<file path="config.mk">
export PLATFORM = sky130hd
export DESIGN_NAME = tsbw_div_cell
export DESIGN_NICKNAME = d
export VERILOG_FILES = /design/src/hw/rtl/tsbw_pkg.sv /design/src/hw/rtl/tsbw_div_cell.sv
export SDC_FILE = /design/constraint.sdc
export NUM_CORES = 1
export LEC_CHECK = 0
export BUFFER_PORTS_ARGS = -buffer_cell sky130_fd_sc_hd__buf_2
export CAP_MARGIN = 20
export CORE_MARGIN = 8
export CORE_UTILIZATION = 50
export CTS_CLUSTER_DIAMETER = 120
export DETAILED_ROUTE_END_ITERATION = 10
export GPL_ROUTABILITY_DRIVEN = 0
export PLACE_DENSITY = 0.88
export SLEW_MARGIN = 20
export SYNTH_ARGS = -nofsm -noshare
export SYNTH_HDL_FRONTEND = slang
export SYNTH_SLANG_ARGS = --single-unit
export TNS_END_PERCENT = 10
</file>
<file path="constraint.sdc">
create_clock -name clk -period 7.2 [get_ports clk]
set_input_delay 0.72 -clock clk [delete_from_list [all_inputs] [get_ports clk]]
set_output_delay 0.72 -clock clk [all_outputs]
set_load 0.005 [all_outputs]
</file>
<file path="src/hw/rtl/tsbw_pkg.sv">
// ----------------------------------------------------------------------------
// tsbw_pkg
// Shared constants and types for the terrain splat brush weight block.
// ----------------------------------------------------------------------------
`default_nettype none
package tsbw_pkg;

  localparam int FractionBitsDefault = 8;
  localparam int CoordW  = 24;
  localparam int WeightW = 16;
  localparam int NumLayers = 4;
  localparam int WeightsW = WeightW * NumLayers;

  // Square root chain: 50-bit radicand padded to 52 bits, two bits per cell.
  localparam int SqCells = 26;
  localparam int SqRadW  = 2 * SqCells;
  localparam int SqRemW  = 29;
  localparam int RootW   = SqCells;

  localparam int RadW    = 24;
  localparam int GainW   = 24;
  localparam int MagW    = 37;
  localparam int ProdW   = MagW + GainW;

  localparam int CfgAddrW = 5;

  typedef enum logic [2:0] {
    REG_CENTER_X = 3'd0,
    REG_CENTER_Z = 3'd1,
    REG_RADIUS   = 3'd2,
    REG_GAIN     = 3'd3,
    REG_MODE     = 3'd4
  } reg_idx_t;

  typedef enum logic [2:0] {
    MODE_LAYER_A = 3'd0,
    MODE_LAYER_B = 3'd1,
    MODE_LAYER_C = 3'd2,
    MODE_LAYER_D = 3'd3,
    MODE_ERASE   = 3'd4
  } mode_t;

  typedef struct packed {
    logic signed [CoordW-1:0] center_x;
    logic signed [CoordW-1:0] center_z;
    logic [RadW-1:0]          radius;
    logic [GainW-1:0]         gain;
    logic [2:0]               mode;
  } cfg_t;

endpackage
`default_nettype wire

</file>
<file path="src/hw/rtl/tsbw_div_cell.sv">
// ----------------------------------------------------------------------------
// tsbw_div_cell
// One restoring division cell: produces one quotient bit of dist / radius.
// ----------------------------------------------------------------------------
`default_nettype none
module tsbw_div_cell
  import tsbw_pkg::*;
#(
  parameter int DvdW = RootW + FractionBitsDefault
) (
  input  wire logic                clk,
  input  wire logic                rst_n,
  input  wire logic                en,
  input  wire logic [RadW-1:0]     radius,
  input  wire logic                valid_i,
  input  wire logic [DvdW-1:0]     dvd_i,
  input  wire logic [RadW-1:0]     rem_i,
  input  wire logic [WeightsW-1:0] wgt_i,
  output logic                     valid_o,
  output logic [DvdW-1:0]          dvd_o,
  output logic [RadW-1:0]          rem_o,
  output logic [WeightsW-1:0]      wgt_o
);

  logic [RadW:0] cur;
  logic [RadW:0] diff;
  logic          ge;

  // The dividend bits shift out at the top while quotient bits fill the bottom.
  always_comb begin
    cur  = {rem_i, dvd_i[DvdW-1]};
    ge   = (cur >= {1'b0, radius});
    diff = cur - {1'b0, radius};
  end

  always_ff @(posedge clk) begin
    if (!rst_n) begin
      valid_o <= 1'b0;
    end else if (en) begin
      valid_o <= valid_i;
    end
  end

  always_ff @(posedge clk) begin
    if (en) begin
      dvd_o <= {dvd_i[DvdW-2:0], ge};
      rem_o <= ge ? diff[RadW-1:0] : cur[RadW-1:0];
      wgt_o <= wgt_i;
    end
  end

endmodule
`default_nettype wire

</file>
* Word level (Yosys, flattened, before mapping)
Index checks and enable logic that the tools add are counted.
Word-level totals: register bits after elaboration 123, bits in latches 0, bits in writable memories 0, ROM bits 0, input port bits 150, output and inout bits 123, logic and storage cells 7, memories 0
Operators by class: $add $sub $neg 1, multipliers 0, divide/modulo/power cells 0, $lt $le $gt $ge 1, equal/unequal tests 0, shifts and indexed selects 0, muxes and demuxes 1, bitwise operators 0, reductions and logical operators 0
Operator list (number):
- 25-bit by 24-bit greater-or-equal comparator with 1-bit output | 1
- 24-bit 2-to-1 mux | 1
- 24-bit subtractor | 1

* Depth between registers and ports, before layout
depth after elaboration 2, gate-level depth with buffers 11, gate-level depth less buffers 9

* Worst setup path before layout
Ideal clock, no wire load.
path kind in2reg, start point input port radius[20], end point register rem_o[12], data pin, arrival 2.636 ns, path slack 4.304 ns, cell stages on the path 11, buffers on the path 2, path through inv_1 > ha_1 > buf_2 > nand4_1 > or2_1 > o221a_2 > o21ai_4 > nor2_8 > inv_6 > buf_8 > mux2_4
On the way: longest elaborated chain between the ends 2
RTL lines:
- start, declared | line tsbw_div_cell.sv:14 | input wire logic [RadW-1:0] radius,
- 25-bit by 24-bit greater-or-equal comparator with 1-bit output | line tsbw_div_cell.sv:32 | ge = (cur >= {1'b0, radius});
- net ge | line tsbw_div_cell.sv:27 | logic ge;
- 24-bit 2-to-1 mux | line tsbw_div_cell.sv:47 | rem_o <= ge ? diff[RadW-1:0] : cur[RadW-1:0];
- end signal, assigned | line tsbw_div_cell.sv:47
- end, declared | line tsbw_div_cell.sv:21 | output logic [RadW-1:0] rem_o,
The timed path passes the listed nets, and every way through them passes these cells. A chain may end at the register's enable or synchronous reset.

* Final worst setup path
start point input port rem_i[17], end point register rem_o[4], data pin
On the way: longest elaborated chain between the ends 2
RTL lines:
- start, declared | line tsbw_div_cell.sv:17 | input wire logic [RadW-1:0] rem_i,
- 25-bit by 24-bit greater-or-equal comparator with 1-bit output | line tsbw_div_cell.sv:32
- 24-bit 2-to-1 mux | line tsbw_div_cell.sv:47
No other way between the ends.

==> results.py <==
metrics = {
    "status": {
        "status": "finished, final reports clean",
    },
    "floorplan": {
        "rows": 38,
        "ios": 273,
        "start_util_pct": 51.4,
        "die-area_mm2": 0.0148,
        "fp.dieH_um": 122,
        "fp.dieW_um": 122,
        "core_mm2": 0.0109,
    },
    "cts": {
        "htreeDepth": 4,
        "root_buffer": "clkbuf_8",
        "post_cts_buffers": 0,
        "clk_path_buf_depth": 2,
        "postCtsHoldBufs": 0,
        "cts_resized": 0,
        "cts_buffers": 17,
        "clk_pin_slew_ns": 0.07,
        "cts.sinks": 123,
        "cts_tree": "done",
        "clk_latency_ns": 0.50,
    },
    "route": {
        "routed_via_density": 5.44,
        "wl_per_cell_um": 20.9,
        "drc": 0,
        "finalWirelength_mm": 17.5,
        "ant_nets": 0,
        "vias": 4551,
        "drt_iter0_drc": 477,
        "firstDrtPassIters": 5,
    },
    "synthesis": {
        "synth_fp_nets": 575,
        "netlist_instances": 400,
        "synthXorXnorAreaFrac_pct": 1.56,
        "yosysUniqueCellTypes": 57,
        "syn-cell-area_mm2": 0.00560,
        "synth_top_area_share_pct": 65.4,
        "synth_top_family_by_area": "compound AO/OA/AOI/OAI gates",
        "synth_edf_count": 122,
        "async_flop_share_pct": 0,
        "synth_mux_area_share_pct": 2.59,
        "yosys.area.top_type": "edfxtp_1",
        "syn_area_per_cell_um2": 14.0,
        "ys_warn_count": 0,
        "synth_compound_area_share_pct": 11.8,
        "synth_ff_type": "edfxtp_1",
        "synth_common_cells": "122 x edfxtp_1, 33 x inv_1, 29 x a21oi_1, 24 x ha_1, 16 x nand2_1",
        "synth-simple-area-share_pct": 9.14,
        "synth_most_common_cell": "edfxtp_1",
        "ys_seq_elements": 123,
        "yosysSeqAreaShare_pct": 65.8,
        "netlist_top_cells_area": "edfxtp_1 65%, ha_1 5.4%, a21oi_1 2.6%",
        "synth_fa_ha_area_share_pct": 5.72,
    },
    "power_and_ir_drop": {
        "ir_drop_uv": 169,
        "p_total_mw": 2.02,
        "cellLeakagePower_nw": 3.40,
        "powerDensity_mw_per_mm2": 263,
    },
    "place": {
        "place_area_mm2": 0.00709,
        "portBuffers": 272,
        "place_ws_ns": 3.85,
        "dp_hpwl_mm": 13.7,
    },
    "critical_path": {
        "worst-setup-path-type": "input port to register",
        "crit_required_ns": 7.46,
        "cp-end-kind": "register",
        "path_max_fanout": 18,
        "cp.arrival_ns": 3.05,
        "setup.worst_path.start_class": "input port",
    },
    "run": {
        "max_cap_violations": 0,
    },
    "global_route": {
        "overflow": 0,
        "grt_max_degree": 74,
        "grt_pass1_vias": 4575,
        "grtUsageTotal_pct": 22.6,
        "grt_pass1_wl_mm": 25.5,
        "antenna_found_initial": 1,
    },
    "sta": {
        "worstMarginPinSlew_ns": 0.913,
        "slew_headroom_pct": 39.1,
        "worst_slack_ns": 4.41,
        "fin_worst_skew_ns": 0,
        "slew_violations": 0,
        "period_needed_ns": 2.79,
        "finalSetupViolations": 0,
        "fin_tns_setup_ns": 0,
        "timing.fmax_mhz": 358,
        "final-hold-violation-count": 0,
        "period_share_pct": 38.8,
        "rsz0062_at_grt": "false",
    },
    "final_layout": {
        "postLayoutCellArea_mm2": 0.00767,
        "finalCoreUtilization_pct": 70.5,
        "drive_gt1_share_pct": 47.3,
        "n_antenna_cell": 0,
        "synthToLayoutAreaGrowth_pct": 37.1,
        "layout.nets": 858,
    },
    "hold_path": {
        "hold_path_class": "input port to register",
    },
}
-- metrics by stage --
stage / instances / hold WS, ns
global route: 836 / 0.353
detailed placement: 804 / 0.531
floorplan: 400 / 0.507
CTS: 836 / 0.355
finish: 836 / 0.382
global placement: 804 / 0.493
-- sequential cells by signal, indices dropped and copies added, names as in the netlist --
name / cells
dvd_o: 34
rem_o: 24
valid_o: 1
wgt_o: 64
-- metal layers --
layer,routed length (um),global-route usage (%),vias to the layer above
met5,13,0,-
met4,215,5.63,2
met3,2020,8.38,30
met2,9130,40.7,275
met1,6120,24.5,2135
li1,-,-,2109
-- where the power goes --
| group | internal (mW) | total [mW] | switching, mW |
|---|---|---|---|
| sequential | 0.867 | 0.884 | 0.0165 |
| combinational | 0.143 | 0.312 | 0.169 |
| clock | 0.501 | 0.823 | 0.323 |
| total | 1.51 | 2.02 | 0.508 |
-- cell families (layout without fill, tap and decap cells) --
logic type / count (synthesis) / in the layout
fa+ha+maj: 25 / 25
simple gates: 94 / 94
flops: 123 / 123
xor+xnor: 10 / 10
mux: 12 / 12
buf+inv: 43 / 339
compound gates: 93 / 93
-- final cells by class --
type | instances | area [um2]
inverter | 34 | 133
tap | 140 | 175
sequential | 123 | 3680
multi-input combinational | 234 | 1730
clock inverter | 14 | 160
fill | 749 | 3220
timing repair buffer | 273 | 1370
clock buffer | 18 | 418
-- worst paths after layout --
check,cells after the start,slack (ns),end,startpoint
max,9,4.41,rem_o[4],rem_i[17]
min,1,0.38,dvd_o[11],dvd_i[10]
max reg2reg,2,6.60,valid_o,valid_o
min reg2reg,2,0.53,valid_o,valid_o
-- critical path, stage by stage --
cell and delay [ns]:
buf_2 0.11, ha_1 0.47, nand4_1 0.20, or2_1 0.29, o221a_2 0.30, o21ai_4 0.28, nor2_8 0.12, inv_6 0.18
mux2_2 0.36
-- cell usage in the layout, fill, tap and decap left out, drive strengths merged, types with 2 or more instances in the layout --
master    synthesis  layout
a31oi             2       2
bufinv            0       2
a21oi            29      29
nor2b             4       4
and2              4       4
o2111ai           3       3
buf               8     273
o211ai            3       3
or3               4       4
nor3b             3       3
and3              8       8
a211oi            3       3
nand4             4       4
clkinv            0       2
nand2            16      16
inv              34      41
xnor2             7       7
clkinvlp          0       3
xor2              3       3
a21boi            5       5
ha               24      24
edfxtp          122     122
o221ai            2       2
and4              3       3
or2               2       2
mux2             11      11
nor2             15      15
o21bai            2       2
o221a             2       2
o21a              9       9
o31ai             7       7
clkbuf            1      18
o21ai            13      13
o31a              3       3
nand3            15      15
o211a             2       2
nor3             14      14
(Power assumes the default switching activity.)
