### config.mk
export PLATFORM = sky130hd
export DESIGN_NAME = tsbw_cfg
export DESIGN_NICKNAME = d
export VERILOG_FILES = /design/src/hw/rtl/tsbw_pkg.sv /design/src/hw/rtl/tsbw_cfg.sv
export SDC_FILE = /design/constraint.sdc
export NUM_CORES = 1
export LEC_CHECK = 0
export BUFFER_PORTS_ARGS = -buffer_cell sky130_fd_sc_hd__buf_4
export CORE_MARGIN = 8
export CORE_UTILIZATION = 40
export CTS_BUF_LIST = sky130_fd_sc_hd__clkbuf_2 sky130_fd_sc_hd__clkbuf_4 sky130_fd_sc_hd__clkbuf_8
export CTS_CLUSTER_SIZE = 30
export DETAILED_ROUTE_END_ITERATION = 10
export PLACE_DENSITY_LB_ADDON = 0.1
export SLEW_MARGIN = 0
export SYNTH_ARGS = -nofsm -noshare
export SYNTH_HDL_FRONTEND = slang
export SYNTH_SLANG_ARGS = --single-unit
export TNS_END_PERCENT = 5
### constraint.sdc
create_clock -name clk -period 2.7 [get_ports clk]
set_input_delay 0.135 -clock clk [delete_from_list [all_inputs] [get_ports clk]]
set_output_delay 0.135 -clock clk [all_outputs]
set_load 0.02 [all_outputs]
### src/hw/rtl/tsbw_pkg.sv
// ----------------------------------------------------------------------------
// tsbw_pkg
// Shared constants and types for the terrain splat brush weight block.
// ----------------------------------------------------------------------------
`default_nettype none
package tsbw_pkg;

  localparam int FractionBitsDefault = 8;
  localparam int CoordW  = 24;
  localparam int WeightW = 16;
  localparam int NumLayers = 4;
  localparam int WeightsW = WeightW * NumLayers;

  // Square root chain: 50-bit radicand padded to 52 bits, two bits per cell.
  localparam int SqCells = 26;
  localparam int SqRadW  = 2 * SqCells;
  localparam int SqRemW  = 29;
  localparam int RootW   = SqCells;

  localparam int RadW    = 24;
  localparam int GainW   = 24;
  localparam int MagW    = 37;
  localparam int ProdW   = MagW + GainW;

  localparam int CfgAddrW = 5;

  typedef enum logic [2:0] {
    REG_CENTER_X = 3'd0,
    REG_CENTER_Z = 3'd1,
    REG_RADIUS   = 3'd2,
    REG_GAIN     = 3'd3,
    REG_MODE     = 3'd4
  } reg_idx_t;

  typedef enum logic [2:0] {
    MODE_LAYER_A = 3'd0,
    MODE_LAYER_B = 3'd1,
    MODE_LAYER_C = 3'd2,
    MODE_LAYER_D = 3'd3,
    MODE_ERASE   = 3'd4
  } mode_t;

  typedef struct packed {
    logic signed [CoordW-1:0] center_x;
    logic signed [CoordW-1:0] center_z;
    logic [RadW-1:0]          radius;
    logic [GainW-1:0]         gain;
    logic [2:0]               mode;
  } cfg_t;

endpackage
`default_nettype wire

### src/hw/rtl/tsbw_cfg.sv
// ----------------------------------------------------------------------------
// tsbw_cfg
// Configuration register file behind the APB-style port.
// ----------------------------------------------------------------------------
`default_nettype none
module tsbw_cfg
  import tsbw_pkg::*;
(
  input  wire logic                clk,
  input  wire logic                rst_n,
  input  wire logic                psel,
  input  wire logic                penable,
  input  wire logic                pwrite,
  input  wire logic [CfgAddrW-1:0] paddr,
  input  wire logic [31:0]         pwdata,
  output logic [31:0]              prdata,
  output logic                     pready,
  output cfg_t                     cfg
);

  cfg_t       cfg_r;
  logic       wr;
  reg_idx_t   idx;

  assign pready = 1'b1;
  assign wr     = psel && penable && pwrite;
  assign idx    = reg_idx_t'(paddr[CfgAddrW-1:2]);

  always_ff @(posedge clk) begin
    if (!rst_n) begin
      cfg_r.center_x <= '0;
      cfg_r.center_z <= '0;
      cfg_r.radius   <= RadW'(256);
      cfg_r.gain     <= GainW'(2560);
      cfg_r.mode     <= MODE_LAYER_A;
    end else if (wr) begin
      case (idx)
        REG_CENTER_X: cfg_r.center_x <= pwdata[CoordW-1:0];
        REG_CENTER_Z: cfg_r.center_z <= pwdata[CoordW-1:0];
        REG_RADIUS:   cfg_r.radius   <= pwdata[RadW-1:0];
        REG_GAIN:     cfg_r.gain     <= pwdata[GainW-1:0];
        REG_MODE:     cfg_r.mode     <= pwdata[2:0];
        default: ;
      endcase
    end
  end

  always_comb begin
    case (idx)
      REG_CENTER_X: prdata = {8'd0, cfg_r.center_x};
      REG_CENTER_Z: prdata = {8'd0, cfg_r.center_z};
      REG_RADIUS:   prdata = {8'd0, cfg_r.radius};
      REG_GAIN:     prdata = {8'd0, cfg_r.gain};
      REG_MODE:     prdata = {29'd0, cfg_r.mode};
      default:      prdata = 32'd0;
    endcase
  end

  // A zero radius behaves as one LSB downstream.
  always_comb begin
    cfg = cfg_r;
    if (cfg_r.radius == '0) begin
      cfg.radius = RadW'(1);
    end
  end

endmodule
`default_nettype wire

### After elaboration in Yosys (flattened, before gate mapping)

Index checks and enable logic that the tools add are counted.

* output and inout port bits: 132
* input port bits: 42
* word-level logic and storage cells: 20
* register bits: 99

* equal/unequal tests: 4
* muxes and demuxes: 2
* reduce and logical (&&, ||, !) cells: 9

Operator list (count)
* case mux 24 bit (5 select lines): 1
* zero test 24 bit: 1
* 2-to-1 mux 24 bit: 1
* AND reduction 2 bit: 5
* == test 3 x 2 -> 1 bit, second input constant: 2
* == test 3 x 1 -> 1 bit, second input constant: 1
* == test 3 bit, second input constant: 1
* zero test 3 bit: 1
* logical AND 1 bit: 2

### Depth between registers and ports, before layout

* depth after elaboration: 3
* depth in mapped cells: 6
* depth with buffers taken out: 3

### Worst setup path before layout

No wires, ideal clock.

* kind: input port to output port
* from: input port paddr[4]
* to: output port prdata[11]
* stages: 6
* setup slack: 1.382 ns
* data arrival time: 1.183 ns
* path buffers: 3
* required time: 2.565 ns
* path through: buf_4 -> buf_4 -> nor3_4 -> buf_2 -> a22oi_1 -> nand2_1

* longest elaborated chain between the ends: 2
* elaborated cells between the ends (all ways): 6
* those cells by class: eq/ne: 4; mux: 1; reduce/logical: 1

RTL lines
* from (decl): line tsbw_cfg.sv:14 `input wire logic [CfgAddrW-1:0] paddr,`
* == test 3 bit, or another cell as far along: line tsbw_cfg.sv:49 `case (idx)`
* case mux 24 bit (5 select lines) (*): line tsbw_cfg.sv:49
* to (decl): line tsbw_cfg.sv:16 `output logic [31:0] prdata,`

Every way passes the cells marked *; elsewhere a longest branch is shown, timed or not.

==> impl_metrics.py <==
metrics = {
    "status": {
        "status": "completed",
    },
    "timing": {
        "tightestPinTransition_ns": 0.933,
        "fin_setup_tns_ns": 0,
        "setup_viol": 0,
        "hold_viol": 0,
        "fin_ws_ns": 0.765,
        "drv_slew": 0,
        "fmax_mhz": 517,
        "skew_ns": 0,
        "rsz0062_at_grt": "false",
        "slew-limit-headroom": 0.378,
        "period_share": 0.716,
        "min_period_ns": 1.93,
    },
    "placement": {
        "io_buffers": 154,
        "dp_slack_ns": 1.02,
        "dp_hpwl_um": 10500,
        "gp_congestion": 0.770,
    },
    "run": {
        "drv_cap": 0,
    },
    "clock_network": {
        "cts-buffers-inserted": 9,
        "cts-root-buf": "clkbuf_8",
        "insertion_delay_ns": 0.37,
        "cts_setup_buffers": 0,
        "cts_tree": "yes",
        "cts.sinks": 99,
        "cts_max_path_buffers": 2,
        "cts_resized": 0,
        "path_clk_slew_ns": 0.10,
        "cts_max_level": 3,
        "hold_buffers": 0,
    },
    "setup_path": {
        "worstPathRequired_ns": 2.57,
        "cp_max_fo": 4,
        "start_kind": "flip-flop",
        "cp-end-kind": "output port",
        "arrival_ns": 1.80,
        "path_class": "flip-flop to output port",
        "cpMaxStageDelayCell": "nor4_1",
        "critPathMaxStageDelay_ns": 0.46,
        "path_cells": "nor4_1 > nand4_1 > o21bai_1 > buf_4",
    },
    "synth": {
        "synthFlopType": "dfxtp_1",
        "ys_types": 28,
        "syn_inst": 664,
        "syn_area_per_cell_um2": 8.15,
        "syn_area_mm2": 0.00541,
        "async_flop_share": 0,
        "synth_edf_count": 0,
        "ys_seq_elements": 99,
        "ys_seq_area_frac": 0.366,
        "yosysWarnings": 0,
    },
    "power": {
        "p_per_area_mw_per_mm2": 462,
        "vdd_drop_max_uv": 197,
        "leakage_nw": 2.36,
    },
    "global_routing": {
        "antenna_found_initial": 0,
        "grt_use_total": 0.181,
        "grt_max_degree": 100,
        "grt_pass1_vias": 4661,
        "overflow": 0,
        "grt_pass1_wl_um": 26000,
    },
    "layout": {
        "antenna_cells": 0,
        "nFillCells": 1345,
        "drive_above_1_share": 0.279,
        "area_growth_pct": 13.3,
        "final_nets": 720,
    },
    "route": {
        "vias": 4749,
        "drc": 0,
        "drtIter0Drc": 336,
        "dr.pass1.iters": 7,
        "wl_um": 16500,
        "wl_per_cell_um": 19.2,
        "ant_nets": 0,
        "via_per_inst": 5.53,
    },
    "die": {
        "core_area_mm2": 0.0132,
        "dieArea_mm2": 0.0175,
        "initial_core_util": 0.408,
        "std_cell_rows": 42,
        "dieHeight_um": 132,
        "ios": 174,
        "die_x_um": 132,
    },
    "worst_hold_path": {
        "hp-class": "input port to flip-flop",
    },
}
placed cells by master, fill, tap and decap left out:
cell | synthesis | routed
a21boi_0 | 60 | 60
a21boi_1 | 36 | 36
a22oi_1 | 48 | 48
and3_4 | 0 | 1
and3b_2 | 0 | 1
buf_12 | 0 | 2
buf_4 | 91 | 162
bufinv_16 | 0 | 2
clkbuf_8 | 0 | 10
clkinv_2 | 0 | 2
clkinvlp_4 | 0 | 1
conb_1 | 2 | 9
dfxtp_1 | 99 | 99
mux2_2 | 3 | 3
nand2_1 | 22 | 22
nand3_1 | 100 | 99
nand3_2 | 0 | 1
nand3b_1 | 1 | 1
nand4_1 | 4 | 4
nor2_1 | 1 | 1
nor2b_1 | 2 | 2
nor3_4 | 1 | 1
nor3b_4 | 2 | 2
nor4_1 | 6 | 6
o21ai_0 | 99 | 99
o21bai_1 | 1 | 1
o22ai_1 | 3 | 3
or3_1 | 1 | 1
or3b_1 | 1 | 1
or3b_2 | 2 | 2
per-stage QoR:
stage	hold slack (ns)	instance area (um2)	power, mW	util	cells
6_report	0.0277	6130	2.83	0.463	858
5_1_grt	0.0152	6130	2.94	0.463	858
4_1_cts	0.0103	6130	2.86	0.463	858
3_5_place_dp	0.411	5910	1.81	0.446	843
3_3_place_gp	0.397	5910	1.81	0.446	843
2_1_floorplan	0.282	5440	1.71	-	671
flip-flops by register name, summed over array words and instances, names as in the netlist:
name	count
cfg	75
cfg_r	24
kinds of logic after synthesis:
kind of cell    share of synthesized area
mux                               0.00625
other cells                       0.00139
buf+inv                             0.187
simple gates                        0.142
flops                               0.366
compound gates                      0.296
per-layer routing:
metal / GRT usage / share of wire / routed length (um)
met1: 0.235 / 0.47 / 7710
met3: 0.0389 / 0.057 / 948
met4: 0.0669 / 0.018 / 290
met5: 0 / 0 / 0
met2: 0.289 / 0.46 / 7570
cell usage after synthesis (4+ instances only):
library cell  instances  area share
nand3_1             100       0.093
dfxtp_1              99        0.37
o21ai_0              99       0.092
buf_4                91        0.13
a21boi_0             60       0.083
clkbuf_1             60       0.042
a22oi_1              48       0.067
a21boi_1             36       0.050
nand2_1              22       0.015
buf_2                11       0.010
nor4_1                6      0.0069
nand4_1               4      0.0046
where the power goes:
| group | internal, mW | total (mW) | switching, mW |
|---|---|---|---|
| registers | 1.47 | 1.48 | 0.0102 |
| logic | 0.0982 | 0.294 | 0.196 |
| clock network | 0.539 | 1.05 | 0.514 |
| total | 2.11 | 2.83 | 0.720 |
cell type report:
type                       count  area (um2)  area share
sequential                    99        1980       0.324
clock inverter                 5        77.6      0.0127
clock buffer                  10         138      0.0225
multi-input combinational    404        2450       0.400
timing repair buffer         164        1260       0.205
tap                          176         220      0.0359
worst paths after layout:
| check | slack, ns | start | cells past startpoint | to |
|---|---|---|---|---|
| setup / recovery | 0.77 | cfg_r[39] | 4 | cfg[27] |
| hold / removal | 0.03 | pwdata[6] | 3 | cfg[81] |
| setup reg to reg | 1.85 | cfg_r[37] | 2 | cfg_r[37] |
| hold reg to reg | 0.49 | cfg[63] | 2 | cfg[63] |
worst max-delay path: cells and delay by family, from the launching register on:
| family | cells | cell delay [ns] |
|---|---|---|
| buf+inv | 1 | 0.18 |
| flops | 1 | 0.36 |
| compound gates | 1 | 0.24 |
| simple gates | 2 | 0.65 |
Note: power is estimated with default switching activity, not from simulation.
