===== src/hw/rtl/tsbw_pkg.sv =====
// ----------------------------------------------------------------------------
// tsbw_pkg
// Shared constants and types for the terrain splat brush weight block.
// ----------------------------------------------------------------------------
`default_nettype none
package tsbw_pkg;

  localparam int FractionBitsDefault = 8;
  localparam int CoordW  = 24;
  localparam int WeightW = 16;
  localparam int NumLayers = 4;
  localparam int WeightsW = WeightW * NumLayers;

  // Square root chain: 50-bit radicand padded to 52 bits, two bits per cell.
  localparam int SqCells = 26;
  localparam int SqRadW  = 2 * SqCells;
  localparam int SqRemW  = 29;
  localparam int RootW   = SqCells;

  localparam int RadW    = 24;
  localparam int GainW   = 24;
  localparam int MagW    = 37;
  localparam int ProdW   = MagW + GainW;

  localparam int CfgAddrW = 5;

  typedef enum logic [2:0] {
    REG_CENTER_X = 3'd0,
    REG_CENTER_Z = 3'd1,
    REG_RADIUS   = 3'd2,
    REG_GAIN     = 3'd3,
    REG_MODE     = 3'd4
  } reg_idx_t;

  typedef enum logic [2:0] {
    MODE_LAYER_A = 3'd0,
    MODE_LAYER_B = 3'd1,
    MODE_LAYER_C = 3'd2,
    MODE_LAYER_D = 3'd3,
    MODE_ERASE   = 3'd4
  } mode_t;

  typedef struct packed {
    logic signed [CoordW-1:0] center_x;
    logic signed [CoordW-1:0] center_z;
    logic [RadW-1:0]          radius;
    logic [GainW-1:0]         gain;
    logic [2:0]               mode;
  } cfg_t;

endpackage
`default_nettype wire


===== src/hw/rtl/tsbw_sqrt_cell.sv =====
// ----------------------------------------------------------------------------
// tsbw_sqrt_cell
// One digit cell of the square root chain: retires two radicand bits.
// ----------------------------------------------------------------------------
`default_nettype none
module tsbw_sqrt_cell
  import tsbw_pkg::*;
(
  input  wire logic                clk,
  input  wire logic                rst_n,
  input  wire logic                en,
  input  wire logic                valid_i,
  input  wire logic [SqRadW-1:0]   rad_i,
  input  wire logic [SqRemW-1:0]   rem_i,
  input  wire logic [RootW-1:0]    root_i,
  input  wire logic [WeightsW-1:0] wgt_i,
  output logic                     valid_o,
  output logic [SqRadW-1:0]        rad_o,
  output logic [SqRemW-1:0]        rem_o,
  output logic [RootW-1:0]         root_o,
  output logic [WeightsW-1:0]      wgt_o
);

  logic [SqRemW-1:0] cur;
  logic [SqRemW-1:0] trial;
  logic              ge;

  always_comb begin
    cur   = {rem_i[SqRemW-3:0], rad_i[SqRadW-1 -: 2]};
    trial = {1'b0, root_i, 2'b01};
    ge    = (cur >= trial);
  end

  always_ff @(posedge clk) begin
    if (!rst_n) begin
      valid_o <= 1'b0;
    end else if (en) begin
      valid_o <= valid_i;
    end
  end

  always_ff @(posedge clk) begin
    if (en) begin
      rad_o  <= {rad_i[SqRadW-3:0], 2'b00};
      rem_o  <= ge ? (cur - trial) : cur;
      root_o <= {root_i[RootW-2:0], ge};
      wgt_o  <= wgt_i;
    end
  end

endmodule
`default_nettype wire


===== config.mk =====
export PLATFORM = sky130hd
export DESIGN_NAME = tsbw_sqrt_cell
export DESIGN_NICKNAME = d
export VERILOG_FILES = /design/src/hw/rtl/tsbw_pkg.sv /design/src/hw/rtl/tsbw_sqrt_cell.sv
export SDC_FILE = /design/constraint.sdc
export NUM_CORES = 1
export LEC_CHECK = 0
export BUFFER_PORTS_ARGS = -buffer_cell sky130_fd_sc_hd__buf_4
export CELL_PAD_IN_SITES_DETAIL_PLACEMENT = 0
export CELL_PAD_IN_SITES_GLOBAL_PLACEMENT = 2
export CORE_MARGIN = 2
export CORE_UTILIZATION = 29
export DETAILED_ROUTE_END_ITERATION = 8
export MAX_ROUTING_LAYER = met4
export PLACE_DENSITY_LB_ADDON = 0.1
export REMOVE_ABC_BUFFERS = 1
export SYNTH_ARGS = -nofsm -noshare
export SYNTH_HDL_FRONTEND = slang
export SYNTH_SLANG_ARGS = --single-unit

===== constraint.sdc =====
create_clock -name clk -period 4.1 [get_ports clk]
set_input_delay 0.82 -clock clk [delete_from_list [all_inputs] [get_ports clk]]
set_output_delay 0.82 -clock clk [all_outputs]
set_load 0.01 [all_outputs]

Yosys cells after proc, flatten, opt, wreduce, memory -nomap -nowiden
Index checks and enable logic that the tools add are counted.
{"block": "op_classes", "bitwise": 0, "div": 0, "n_eq_ne": 0, "reduce_logical": 0, "mux": 1, "shift": 0, "n_mul": 0, "add_sub_neg": 1, "order_cmp": 1}
{"operator": "$ge A29 B28 Y1", "n": 1}
{"operator": "$mux W29", "n": 1}
{"operator": "$sub A29 B28 Y29", "n": 1}
{"block": "word_totals", "register_bits": 170, "latchBits": 0, "mem_bits_rw": 0, "inputBits": 175, "memories": 0, "out_inout_bits": 172, "romBits": 0}

Longest topological paths before layout
{"block": "depth", "ltp_word": 2, "mapped_depth": 14, "ltp_nobuf": 10}

Worst setup path before layout
Ideal clock, no wire load.
{"block": "synth_path", "kind": "in2reg", "from": "input root_i[0]", "to": "register rem_o[14], data pin", "arrival_ns": 3.246, "cell_stages": 13, "path_slack_ns": 0.593, "setup_ns": 0.260, "path_buffers": 3, "cell_sequence": "inv_1 > ha_1 > o21ai_2 > a221oi_4 > o32ai_2 > o2111a_1 > or3_1 > buf_6 > and2_4 > buf_6 > inv_12 > buf_12 > mux2_4"}
{"block": "synth_via", "elab_chain_len": 2}
{"item": "start: declaration", "line_no": "tsbw_sqrt_cell.sv:15", "rtl": "input wire logic [RootW-1:0] root_i,"}
{"item": "$ge A29 B28 Y1", "line_no": "tsbw_sqrt_cell.sv:31", "rtl": "ge = (cur >= trial);"}
{"item": "net ge", "line_no": "tsbw_sqrt_cell.sv:26", "rtl": "logic ge;"}
{"item": "$mux W29", "line_no": "tsbw_sqrt_cell.sv:45", "rtl": "rem_o <= ge ? (cur - trial) : cur;"}
{"item": "end signal: assignment", "line_no": "tsbw_sqrt_cell.sv:45"}
{"item": "end: declaration", "line_no": "tsbw_sqrt_cell.sv:19", "rtl": "output logic [SqRemW-1:0] rem_o,"}
The timed path passes the listed nets, and every way through them passes these cells.
A chain may end at the register's enable or synchronous reset.

Final worst setup path
{"block": "layout_path", "from": "input rem_i[25]", "to": "register rem_o[8], data pin"}
{"block": "layout_via", "elab_chain_len": 2}
{"item": "start: declaration", "line_no": "tsbw_sqrt_cell.sv:14", "rtl": "input wire logic [SqRemW-1:0] rem_i,"}
{"item": "$ge A29 B28 Y1", "line_no": "tsbw_sqrt_cell.sv:31"}
{"item": "$mux W29", "line_no": "tsbw_sqrt_cell.sv:45"}
Every way passes these cells.

==> out/results.ini <==
[status]
status=completed

[sta]
period_share_pct=80.31
hold_violations=0
tightest_slew_ns=1.008
timing.final.ws_setup_ns=0.8073
slew_headroom_pct=32.78
fmax_mhz=303.7
rsz0062_at_grt=false
fin_crit_ns=3.293
setup_viol=0
drv_slew=0
clock_skew_ns=0

[clock_tree]
cts-buffers-inserted=17
cts_max_level=4
cts_resized=0
hold_buffers=0
clk_pin_slew_ns=0.07
cts_tree=done
postCtsSetupBuffers=0
clk-insertion-delay-late_ns=0.42
root_buffer=clkbuf_16
ctsLongestPathBuffers=2
cts.sinks=170

[synthesis]
yosys_warnings=0
synthAdderAreaFrac_pct=4.908
synth_edf_count=169
synth.most_common_cell=edfxtp_1
synth_compound_area_share_pct=9.115
syn_area_per_cell_um2=15.62
yosys.area_share.simple_pct=5.083
synth.area.mux_share_pct=3.541
synth_top_area_share_pct=71.10
synth_cells=457
ys_seq_elements=170
ys_seq_area_share_pct=71.38
synth_xor_area_share_pct=2.822
synth_top_family_by_area=compound AO/OA/AOI/OAI gates
async_flop_share_pct=0
yosys.area.top_type=edfxtp_1
ys_types=54
synthTopCellsByCount=169 x edfxtp_1, 36 x inv_1, 28 x ha_1
netlist_area_mm2=0.007138
synth_area_leaders=edfxtp_1 71%, ha_1 4.9%, xnor2_1 2.2%, inv_1 1.9%, a21oi_1 1.8%
ys.flop_type=edfxtp_1

[setup_path]
worst_setup_path_start_kind=input port
worstPathRequired_ns=4.27
critPathMaxFanout=19
slowest_delay_ns=0.51
cp-endpoint=rem_o[8]
cp_cell_sequence=buf_4 > ha_1 > nand2_1 > or3_1 > or4_1 > nor4_1 > a2111oi_2 > and2_4 > inv_12 > mux2_2
r2r-start=valid_o
r2r-end=valid_o
crit_slowest_cell=or4_1
crit_start=rem_i[25]
cp.arrival_ns=3.46
ff2ff_setup_slack_ns=3.50
r2r_cells=2
critPathKind=input port to flip-flop
end_kind=flip-flop

[global_route]
grt_usage_pct=17.36
grt_antenna_before_repair=2
grt_pass1_vias=5378
grt_max_degree=99
gr-total-overflow=0
grt_pass1_wl_um=32440

[min_path]
hp-class=flip-flop to flip-flop

[cells_and_area]
nets=1021
finalInstanceArea_mm2=0.01072
seqCellArea_mm2=0.005095
area_delta_synth_final_pct=50.24
filler_cell_count=2330
multi_input_area_mm2=0.001832
final_core_util_pct=44.23
layout-drive-gt1-share_pct=48.98
instances_no_fill=1157

[power]
cellInternalPower_w=0.003380
seq_power_share_pct=46.1
max-vdd-ir-drop_mv=0.2235
pwr-share-comb_pct=18.7
p_clk_share_pct=35.1
power.density_mw_per_mm2=433.1
p_sw_w=0.001265
p_leak_nw=4.617
switching_share_pct=27.22

[routing]
num_vias=5159
wire_per_inst_um=19.24
drt_pass1_iterations=4
postRouteAntennaNets=0
drc=0
wl_um=22260
via_per_inst=4.459
drt-initial-drc-count=257

[floorplanning]
die-area_mm2=0.02589
floorplan.rows=57
start_util_pct=29.44
die_y_um=160.9
core_mm2=0.02425
die_w_um=160.9
ios=347

[run]
timing.max_cap.violations=0

[placed_design]
hpwl_um=17310
place_area_mm2=0.01012
place.gp.congestion=0.8619
io_buffer_count=342
place_ws_ns=0.3803
place_inst=1123

-- worst min-delay path by stage --
| stage | startpoint | to | slack, ns | depth (start not counted) |
|---|---|---|---|---|
| after global placement | valid_o | valid_o | 0.51 | 2 |
| after detailed placement | valid_o | valid_o | 0.52 | 2 |
| after floorplan | valid_o | valid_o | 0.54 | 2 |
| after global routing | rad_i[28] | rad_o[30] | 0.53 | 1 |
| final | valid_o | valid_o | 0.53 | 2 |
| after CTS | valid_o | valid_o | 0.53 | 2 |
-- through the flow --
step           TNS [ns]  power [W]  hold WS [ns]
6_report              0   0.004645        0.5315
5_1_grt               0   0.004855        0.5347
4_1_cts               0   0.004724        0.5336
3_5_place_dp          0   0.003068        0.5193
3_3_place_gp          0   0.003064        0.5062
2_1_floorplan    -1.527   0.002548        0.5383
-- layer usage --
| layer | wire length (um) | global-route usage (%) | up-vias |
|---|---|---|---|
| met5 | 0 | - | - |
| met4 | 230 | 4.099 | 0 |
| met3 | 1407 | 4.597 | 16 |
| met2 | 11590 | 30.22 | 191 |
| met1 | 9024 | 20.06 | 2475 |
| li1 | - | - | 2477 |
-- state kept, by name, summed over array words and instances, names as in the netlist --
register  count
wgt_o        64
rad_o        50
rem_o        29
root_o       26
valid_o       1
-- power groups by stage --
stage	Sequential [W]	Clock, W	Combinational [W]
2_1_floorplan	0.00227	0	0.000279
3_3_place_gp	0.00218	0	0.000885
3_5_place_dp	0.00218	0	0.000884
4_1_cts	0.00215	0.00169	0.000890
5_1_grt	0.00216	0.00175	0.000944
6_report	0.00214	0.00163	0.000870
-- kinds of logic (layout without fill, tap and decap cells) --
| logic type | count (synthesis) | count (layout) |
|---|---|---|
| buffers and inverters | 45 | 418 |
| XOR/XNOR | 23 | 23 |
| multiplexers | 20 | 20 |
| other | 1 | 4 |
| adder cells (fa/ha/maj) | 28 | 28 |
| AO/OA/AOI/OAI | 98 | 98 |
| flip-flops | 170 | 170 |
| AND/OR/NAND/NOR | 72 | 72 |
-- cells in the final DEF (no fill, tap or decap), types with 5 or more instances in the layout --
master and count:
nand3_1 14, mux2_2 10, mux2_4 8, ha_1 28
nor2_1 13, edfxtp_1 169, inv_1 36, nand4_1 5
nand2_1 16, a21o_1 12, xor2_1 5, xnor2_1 18
o21ai_0 24, clkbuf_16 17, buf_4 347, a21oi_1 25
-- cell type report --
cell class	count	area share [%]
sequential	170	47.51
timing repair buffer	349	24.58
multi-input combinational	243	17.08
clock buffer	17	3.967
tap	324	3.780
clock inverter	15	1.622
inverter	37	1.412
antenna	2	0.04667
-- worst max-delay path, delay by kind of cell --
kind	cells	cell delay, ns
buf+inv	2	0.28
mux	1	0.37
simple gates	5	1.49
compound gates	1	0.11
fa+ha+maj	1	0.38
(Power assumes the default switching activity.)
