**src/hw/rtl/tsbw_pkg.sv**
```systemverilog
// ----------------------------------------------------------------------------
// tsbw_pkg
// Shared constants and types for the terrain splat brush weight block.
// ----------------------------------------------------------------------------
`default_nettype none
package tsbw_pkg;

  localparam int FractionBitsDefault = 8;
  localparam int CoordW  = 24;
  localparam int WeightW = 16;
  localparam int NumLayers = 4;
  localparam int WeightsW = WeightW * NumLayers;

  // Square root chain: 50-bit radicand padded to 52 bits, two bits per cell.
  localparam int SqCells = 26;
  localparam int SqRadW  = 2 * SqCells;
  localparam int SqRemW  = 29;
  localparam int RootW   = SqCells;

  localparam int RadW    = 24;
  localparam int GainW   = 24;
  localparam int MagW    = 37;
  localparam int ProdW   = MagW + GainW;

  localparam int CfgAddrW = 5;

  typedef enum logic [2:0] {
    REG_CENTER_X = 3'd0,
    REG_CENTER_Z = 3'd1,
    REG_RADIUS   = 3'd2,
    REG_GAIN     = 3'd3,
    REG_MODE     = 3'd4
  } reg_idx_t;

  typedef enum logic [2:0] {
    MODE_LAYER_A = 3'd0,
    MODE_LAYER_B = 3'd1,
    MODE_LAYER_C = 3'd2,
    MODE_LAYER_D = 3'd3,
    MODE_ERASE   = 3'd4
  } mode_t;

  typedef struct packed {
    logic signed [CoordW-1:0] center_x;
    logic signed [CoordW-1:0] center_z;
    logic [RadW-1:0]          radius;
    logic [GainW-1:0]         gain;
    logic [2:0]               mode;
  } cfg_t;

endpackage
`default_nettype wire

```
**src/hw/rtl/tsbw_weight_unit.sv**
```systemverilog
// ----------------------------------------------------------------------------
// tsbw_weight_unit
// Falloff, gain multiply and clamped update of the selected layer weight, or clearing of all weights in erase mode.
// ----------------------------------------------------------------------------
`default_nettype none
module tsbw_weight_unit
  import tsbw_pkg::*;
#(
  parameter int FractionBits = FractionBitsDefault,
  parameter int DvdW = RootW + FractionBits
) (
  input  wire logic                clk,
  input  wire logic                rst_n,
  input  wire logic                en,
  input  wire logic [GainW-1:0]    gain,
  input  wire logic [2:0]          mode,
  input  wire logic                valid_i,
  input  wire logic [DvdW-1:0]     ratio_i,
  input  wire logic [WeightsW-1:0] wgt_i,
  output logic                     valid_o,
  output logic [WeightsW-1:0]      wgt_o
);

  localparam int XW = (DvdW > MagW) ? DvdW : MagW;
  localparam int WmaxI = ((255 << FractionBits) > 65535) ? 65535 : (255 << FractionBits);
  localparam logic [WeightW-1:0] Wmax = WeightW'(WmaxI);
  localparam logic [XW-1:0] One = XW'(1) << FractionBits;
  localparam logic [XW-1:0] Floor = XW'(1) << 36;

  // Stage 1: sign and saturated magnitude of the falloff.
  logic [XW-1:0]       rx;
  logic [XW-1:0]       diff;
  logic                s1_v_r, s1_neg_r;
  logic [MagW-1:0]     s1_mag_r;
  logic [WeightsW-1:0] s1_w_r;

  always_comb begin
    rx   = XW'(ratio_i);
    diff = (rx > One) ? (rx - One) : (One - rx);
    if (diff > Floor) begin
      diff = Floor;
    end
  end

  // Stage 2: two partial products. Stage 3: sum and scale.
  logic                s2_v_r, s2_neg_r;
  logic [2*GainW-1:0]  s2_lo_r;
  logic [ProdW-GainW-1:0] s2_hi_r;
  logic [WeightsW-1:0] s2_w_r;

  logic                s3_v_r, s3_neg_r;
  logic [ProdW-1:0]    s3_dm_r;
  logic [WeightsW-1:0] s3_w_r;
  logic [ProdW-1:0]    prod;

  assign prod = ProdW'(s2_lo_r) + (ProdW'(s2_hi_r) << GainW);

  // Stage 4: add to or subtract from the chosen layer and clamp; erase mode clears all layers.
  logic [WeightW-1:0]  old;
  logic [ProdW:0]      upd;
  logic [WeightW-1:0]  newv;
  logic [WeightsW-1:0] w4;

  always_comb begin
    old = s3_w_r[WeightW*mode[1:0] +: WeightW];
    if (s3_neg_r) begin
      upd = (ProdW'(old) >= s3_dm_r) ? ((ProdW+1)'(old) - (ProdW+1)'(s3_dm_r)) : '0;
    end else begin
      upd = (ProdW+1)'(old) + (ProdW+1)'(s3_dm_r);
    end
    newv = (upd > (ProdW+1)'(Wmax)) ? Wmax : upd[WeightW-1:0];
    w4 = s3_w_r;
    case (mode)
      MODE_LAYER_A, MODE_LAYER_B, MODE_LAYER_C, MODE_LAYER_D:
        w4[WeightW*mode[1:0] +: WeightW] = newv;
      MODE_ERASE: w4 = '0;
      default: ;
    endcase
  end

  always_ff @(posedge clk) begin
    if (!rst_n) begin
      s1_v_r  <= 1'b0;
      s2_v_r  <= 1'b0;
      s3_v_r  <= 1'b0;
      valid_o <= 1'b0;
    end else if (en) begin
      s1_v_r  <= valid_i;
      s2_v_r  <= s1_v_r;
      s3_v_r  <= s2_v_r;
      valid_o <= s3_v_r;
    end
  end

  always_ff @(posedge clk) begin
    if (en) begin
      s1_neg_r <= (rx > One);
      s1_mag_r <= diff[MagW-1:0];
      s1_w_r   <= wgt_i;
      s2_neg_r <= s1_neg_r;
      s2_lo_r  <= s1_mag_r[GainW-1:0] * gain;
      s2_hi_r  <= s1_mag_r[MagW-1:GainW] * gain;
      s2_w_r   <= s1_w_r;
      s3_neg_r <= s2_neg_r;
      s3_dm_r  <= prod >> FractionBits;
      s3_w_r   <= s2_w_r;
      wgt_o    <= w4;
    end
  end

endmodule
`default_nettype wire
```
**config.mk**
```make
export PLATFORM = sky130hd
export DESIGN_NAME = tsbw_weight_unit
export DESIGN_NICKNAME = d
export VERILOG_FILES = /design/src/hw/rtl/tsbw_pkg.sv /design/src/hw/rtl/tsbw_weight_unit.sv
export SDC_FILE = /design/constraint.sdc
export NUM_CORES = 2
export LEC_CHECK = 0
export BUFFER_PORTS_ARGS = -buffer_cell sky130_fd_sc_hd__clkbuf_2
export CAP_MARGIN = 10
export CORE_MARGIN = 3
export CORE_UTILIZATION = 63
export CTS_CLUSTER_SIZE = 20
export DETAILED_ROUTE_END_ITERATION = 10
export GPL_ROUTABILITY_DRIVEN = 1
export HOLD_SLACK_MARGIN = 0.08
export PLACE_DENSITY_LB_ADDON = 0.12
export SYNTH_ARGS = -nofsm -noshare
export SYNTH_HDL_FRONTEND = slang
export SYNTH_SLANG_ARGS = --single-unit
```
**constraint.sdc**
```tcl
create_clock -name clk -period 11.64 [get_ports clk]
set_input_delay 2.328 -clock clk [delete_from_list [all_inputs] [get_ports clk]]
set_output_delay 2.328 -clock clk [all_outputs]
set_load 0.02 [all_outputs]
```
Word level (Yosys, flattened, before mapping)

Cells that the tools add are included.

Bits in registers: 438
Word-level logic and storage cells: 42

Add/sub/neg operators: 6
Multiply operators: 2
Order comparisons: 4
Eq/ne operators: 4
Shift-type cells: 3
Muxes and demuxes: 6
Reductions and logical operators: 2

Operators by type and width:

| kind                                                            | count |
|---|---|
| one-hot mux 64 bit (2 select lines)                             | 1 |
| two-way mux 62 bit                                              | 2 |
| bitwise mux 64 bit                                              | 1 |
| variable shift 16 x 34 -> 64 bit, first input constant          | 1 |
| indexed part select 16 x 34 -> 64 bit                           | 1 |
| indexed part select 64 x 7 -> 16 bit                            | 1 |
| greater-than comparator 62 x 16 -> 1 bit, second input constant | 1 |
| adder 48 x 61 -> 61 bit                                         | 1 |
| adder 16 x 53 -> 54 bit                                         | 1 |
| subtractor 16 x 53 -> 54 bit                                    | 1 |
| >= comparator 16 x 53 -> 1 bit                                  | 1 |
| multiplier 24 x 24 -> 48 bit                                    | 1 |
| greater-than comparator 37 bit, second input constant           | 1 |
| multiplier 13 x 24 -> 37 bit                                    | 1 |
| two-way mux 37 bit                                              | 1 |
| subtractor 34 x 9 -> 35 bit, second input constant              | 1 |
| subtractor 9 x 34 -> 35 bit, first input constant               | 1 |
| greater-than comparator 34 x 9 -> 1 bit, second input constant  | 1 |
| negator 6 -> 34 bit                                             | 1 |
| two-way mux 16 bit                                              | 1 |
| equality test 3 x 2 -> 1 bit, second input constant             | 2 |
| OR reduction 4 bit                                              | 1 |
| equality test 3 x 1 -> 1 bit, second input constant             | 1 |
| equality test 3 bit, second input constant                      | 1 |
| logical NOT 3 bit                                               | 1 |

Depth between registers and ports, before layout

Depth after elaboration: 9
Depth in mapped cells: 29
Mapped depth without buffers: 27

Least setup slack after synthesis

Ideal clock, no wire load.

Path type: in2reg
Start point: in gain[8]
End point: reg s2_lo_r[44] (data pin)
Library setup time: 271 ps
Arrival time: 9,115 ps
Slack: 2,254 ps
Cell stages on the path: 27
Cells stage by stage: clkbuf_1 > clkbuf_1 > nand2_1 > fa_1 > fa_1 > inv_1 > fa_1 > inv_1 > fa_1 > inv_1 > ha_1 > fa_1 > inv_1 > fa_1 > inv_1 > ha_1 > a21oi_1 > o21ai_0 > o41ai_1 > a21oi_1 > a21oi_1 > o311a_1 > o21a_1 > o21ai_1 > and4_1 > a2111oi_0 > xnor2_1

Cells in the longest elaborated chain, start to end: 1

Ends and longest elaborated chain:

| what                         | RTL line                | text |
|---|---|---|
| from (decl)                  | tsbw_weight_unit.sv:15  | `input wire logic [GainW-1:0] gain,` |
| multiplier 24 x 24 -> 48 bit | tsbw_weight_unit.sv:101 | `s2_lo_r <= s1_mag_r[GainW-1:0] * gain;` |
| to (signal assigned)         | tsbw_weight_unit.sv:101 |  |
| to (decl)                    | tsbw_weight_unit.sv:47  | `logic [2*GainW-1:0] s2_lo_r;` |

Every way passes these cells.
A chain may end at the register's enable or synchronous reset.

Worst setup path in the final report

Start point: in gain[9]
End point: reg s2_lo_r[44] (data pin)

Same word-level chain as after synthesis.

==> impl_metrics.env <==
export IMPL_status="completed"
export IMPL_gp_congestion=0.939
export IMPL_synthAdderAreaFrac_pct=39.2
export IMPL_grt_use_total_pct=30.8
export IMPL_crit_required_ps=11970
export IMPL_end_kind="flip-flop"
export IMPL_fin_setup_tns_ps=0
export IMPL_synth_cell_types=89
export IMPL_max_clock_path_buffers=3
export IMPL_drt_wl_total_mm=118
export IMPL_drv_cap=0
export IMPL_wl_per_cell_microns=20.8
export IMPL_io_pins=194
export IMPL_whs_ps=414
export IMPL_core_area_sq_um=73700
export IMPL_cpPeakStageDelay_ps=730
export IMPL_hpwl_mm=90.7
export IMPL_final_nets=5865
export IMPL_die_area_sq_um=78600
export IMPL_synth_edff_count=425
export IMPL_register_area_sq_um=12800
export IMPL_crit_family="adder cells"
export IMPL_clock_sinks=429
export IMPL_grt_pass1_vias=34002
export IMPL_critPathLaunchType="primary input"
export IMPL_synth_seq_cells=429
export IMPL_slowest_stage="clkbuf_2"
export IMPL_synth_xor_area_share_pct=2.60
export IMPL_relSlewSlack_pct=7.94
export IMPL_hp_class="reg -> reg"
export IMPL_cts_setup_buffers=0
export IMPL_dr_pass1_iters=6
export IMPL_grt_setup_unrepaired="no"
export IMPL_placement_rows=99
export IMPL_cts_made_buffers=45
export IMPL_synthCells=4631
export IMPL_synth_mux_area_share_pct=1.02
export IMPL_finalMaxSlewViolations=0
export IMPL_ys_warnings_count=0
export IMPL_worstPathArrival_ps=9930
export IMPL_syn_nets=5810
export IMPL_multi_input_comb_area_sq_um=30700
export IMPL_synth_flop_cell="edfxtp_1"
export IMPL_postSynth_asyncResetShare_pct=0
export IMPL_synth_compound_area_share_pct=7.27
export IMPL_cts_tree="built"
export IMPL_fmax_mhz=104
export IMPL_grt_overflow=0
export IMPL_grt_max_degree=179
export IMPL_final_common_cell="inv_1"
export IMPL_tightestPinTransition_ps=1380
export IMPL_ant_nets=0
export IMPL_grt_pass1_wl_mm=187
export IMPL_holdBufCountCts=0
export IMPL_synth_simple_gate_area_share_pct=14.6
export IMPL_clk_latency_ps=600
export IMPL_drt_vias_per_instance=5.86
export IMPL_port_buffers=193
export IMPL_num_vias=33298
export IMPL_cts_root_buf="clkbuf_16"
export IMPL_cts_resized=0
export IMPL_syn_area_sq_um=47400
export IMPL_hold_viol=0
export IMPL_worst_path_buf_inv=6
export IMPL_layout_drive_gt1_share_pct=7.14
export IMPL_crit_top_cell="fa_1"
export IMPL_drc_errors=0
export IMPL_setup_viol=0
export IMPL_initial_core_util_pct=64.3
export IMPL_syn_to_final_growth_pct=6.35
export IMPL_final_period_utilization_pct=82.5
export IMPL_die_x_microns=280
export IMPL_critPathKind="in -> reg"
export IMPL_fill_cells=5584
export IMPL_layout_common_cells="inv_1, fa_1, nand2_1, edfxtp_1, and2_1"
export IMPL_clock_skew_ps=21.9
export IMPL_rrSetupSlack_ps=3250
export IMPL_synth_top_family_by_area="adder cells"
export IMPL_synth_yosys_seq_area_share_pct=27.1
export IMPL_fin_crit_ps=9610
export IMPL_h_tree_depth=2
export IMPL_path_clk_slew_ps=60
export IMPL_antenna_found_initial=4
export IMPL_path_max_fanout=36
export IMPL_syn_avg_cell_area_sq_um=10.2
export IMPL_die_y_microns=280
export IMPL_drtIter0Drc=2875
## metrics by stage
step | instances | setup slack, ps | util [%] | cell area [sq um]
2_1_floorplan | 4631 | 2250 | - | 47400
3_3_place_gp | 5596 | 1590 | 66.5 | 49000
3_5_place_dp | 5596 | 1480 | 66.5 | 49000
4_1_cts | 5678 | 2110 | 68.3 | 50400
5_1_grt | 5682 | 1630 | 68.4 | 50400
6_report | 5682 | 2030 | 68.4 | 50400
## cell type report
class	instances	area share [%]
diodes	2	0.00993
well taps	959	2.38
clock buffers	52	2.29
repair buffers	227	2.52
multi-input cells	3174	60.8
flip-flops and latches	429	25.5
inverters	809	6.02
clock inverters	30	0.472
## per-layer routing
| metal | vias up | global-route usage [%] | wire, microns |
|---|---|---|---|
| met4 | 0 | 9.39 | 3860 |
| met3 | 246 | 7.47 | 11800 |
| met2 | 1635 | 49.4 | 54900 |
| met5 | - | 0 | 0 |
| met1 | 16457 | 42.0 | 47700 |
| li1 | 14960 | - | - |
## kinds of logic (layout without fill, tap and decap cells)
kind of cell | after synthesis | after routing
flip-flops | 429 | 429
other | 1 | 3
multiplexers | 28 | 28
AND/OR/NAND/NOR | 1429 | 1429
adder cells (fa/ha/maj) | 1050 | 1050
AO/OA/AOI/OAI | 525 | 525
XOR/XNOR | 141 | 141
buffers and inverters | 1028 | 1118
## flip-flops by register name, summed over array words and instances (netlist names), 36 cells and up
signal    count
s2_w_r       64
wgt_o        64
s1_w_r       64
s3_w_r       64
s3_dm_r      53
s2_lo_r      40
s1_mag_r     36
s2_hi_r      37
## final timing paths
path | startpoint | end | cells past startpoint
setup / recovery | gain[9] | s2_lo_r[44] | 25
hold / removal | s2_w_r[19] | s3_w_r[19] | 0
setup reg to reg | s1_mag_r[16] | s2_lo_r[44] | 24
hold reg to reg | s2_w_r[19] | s3_w_r[19] | 0
## worst reg2reg max path: cells and delay by family (launching register included)
family	cells	cell delay [ps]
AO/OA/AOI/OAI	6	1690
XOR/XNOR	1	110
adder cells (fa/ha/maj)	8	4050
buffers and inverters	6	500
flip-flops	1	1270
AND/OR/NAND/NOR	3	520
## synthesized netlist by cell type, drive strengths merged, types with 14 or more instances
cell type / n / share of area [%]
inv: 809 / 6.4
fa: 726 / 31
nand2: 669 / 5.3
edfxtp: 425 / 27
and2: 339 / 4.5
ha: 324 / 8.6
clkbuf: 205 / 1.6
a21oi: 135 / 1.5
nor2: 133 / 1.1
o21ai: 105 / 1.1
xnor2: 105 / 1.9
nor3: 61 / 0.67
a21o: 55 / 0.87
nand3: 55 / 0.60
a31oi: 42 / 0.55
xor2: 36 / 0.67
nand4: 35 / 0.46
o21a: 33 / 0.52
o31ai: 28 / 0.47
nor2b: 24 / 0.32
nor4: 19 / 0.30
a211oi: 18 / 0.29
mux4: 16 / 0.76
or3: 16 / 0.21
and3: 15 / 0.20
nand2b: 15 / 0.20
o211ai: 15 / 0.25
buf: 14 / 0.20
o21bai: 14 / 0.22
Power is not shown: default switching activity piles up to over one toggle a cycle in this logic, so the estimate is an artifact.
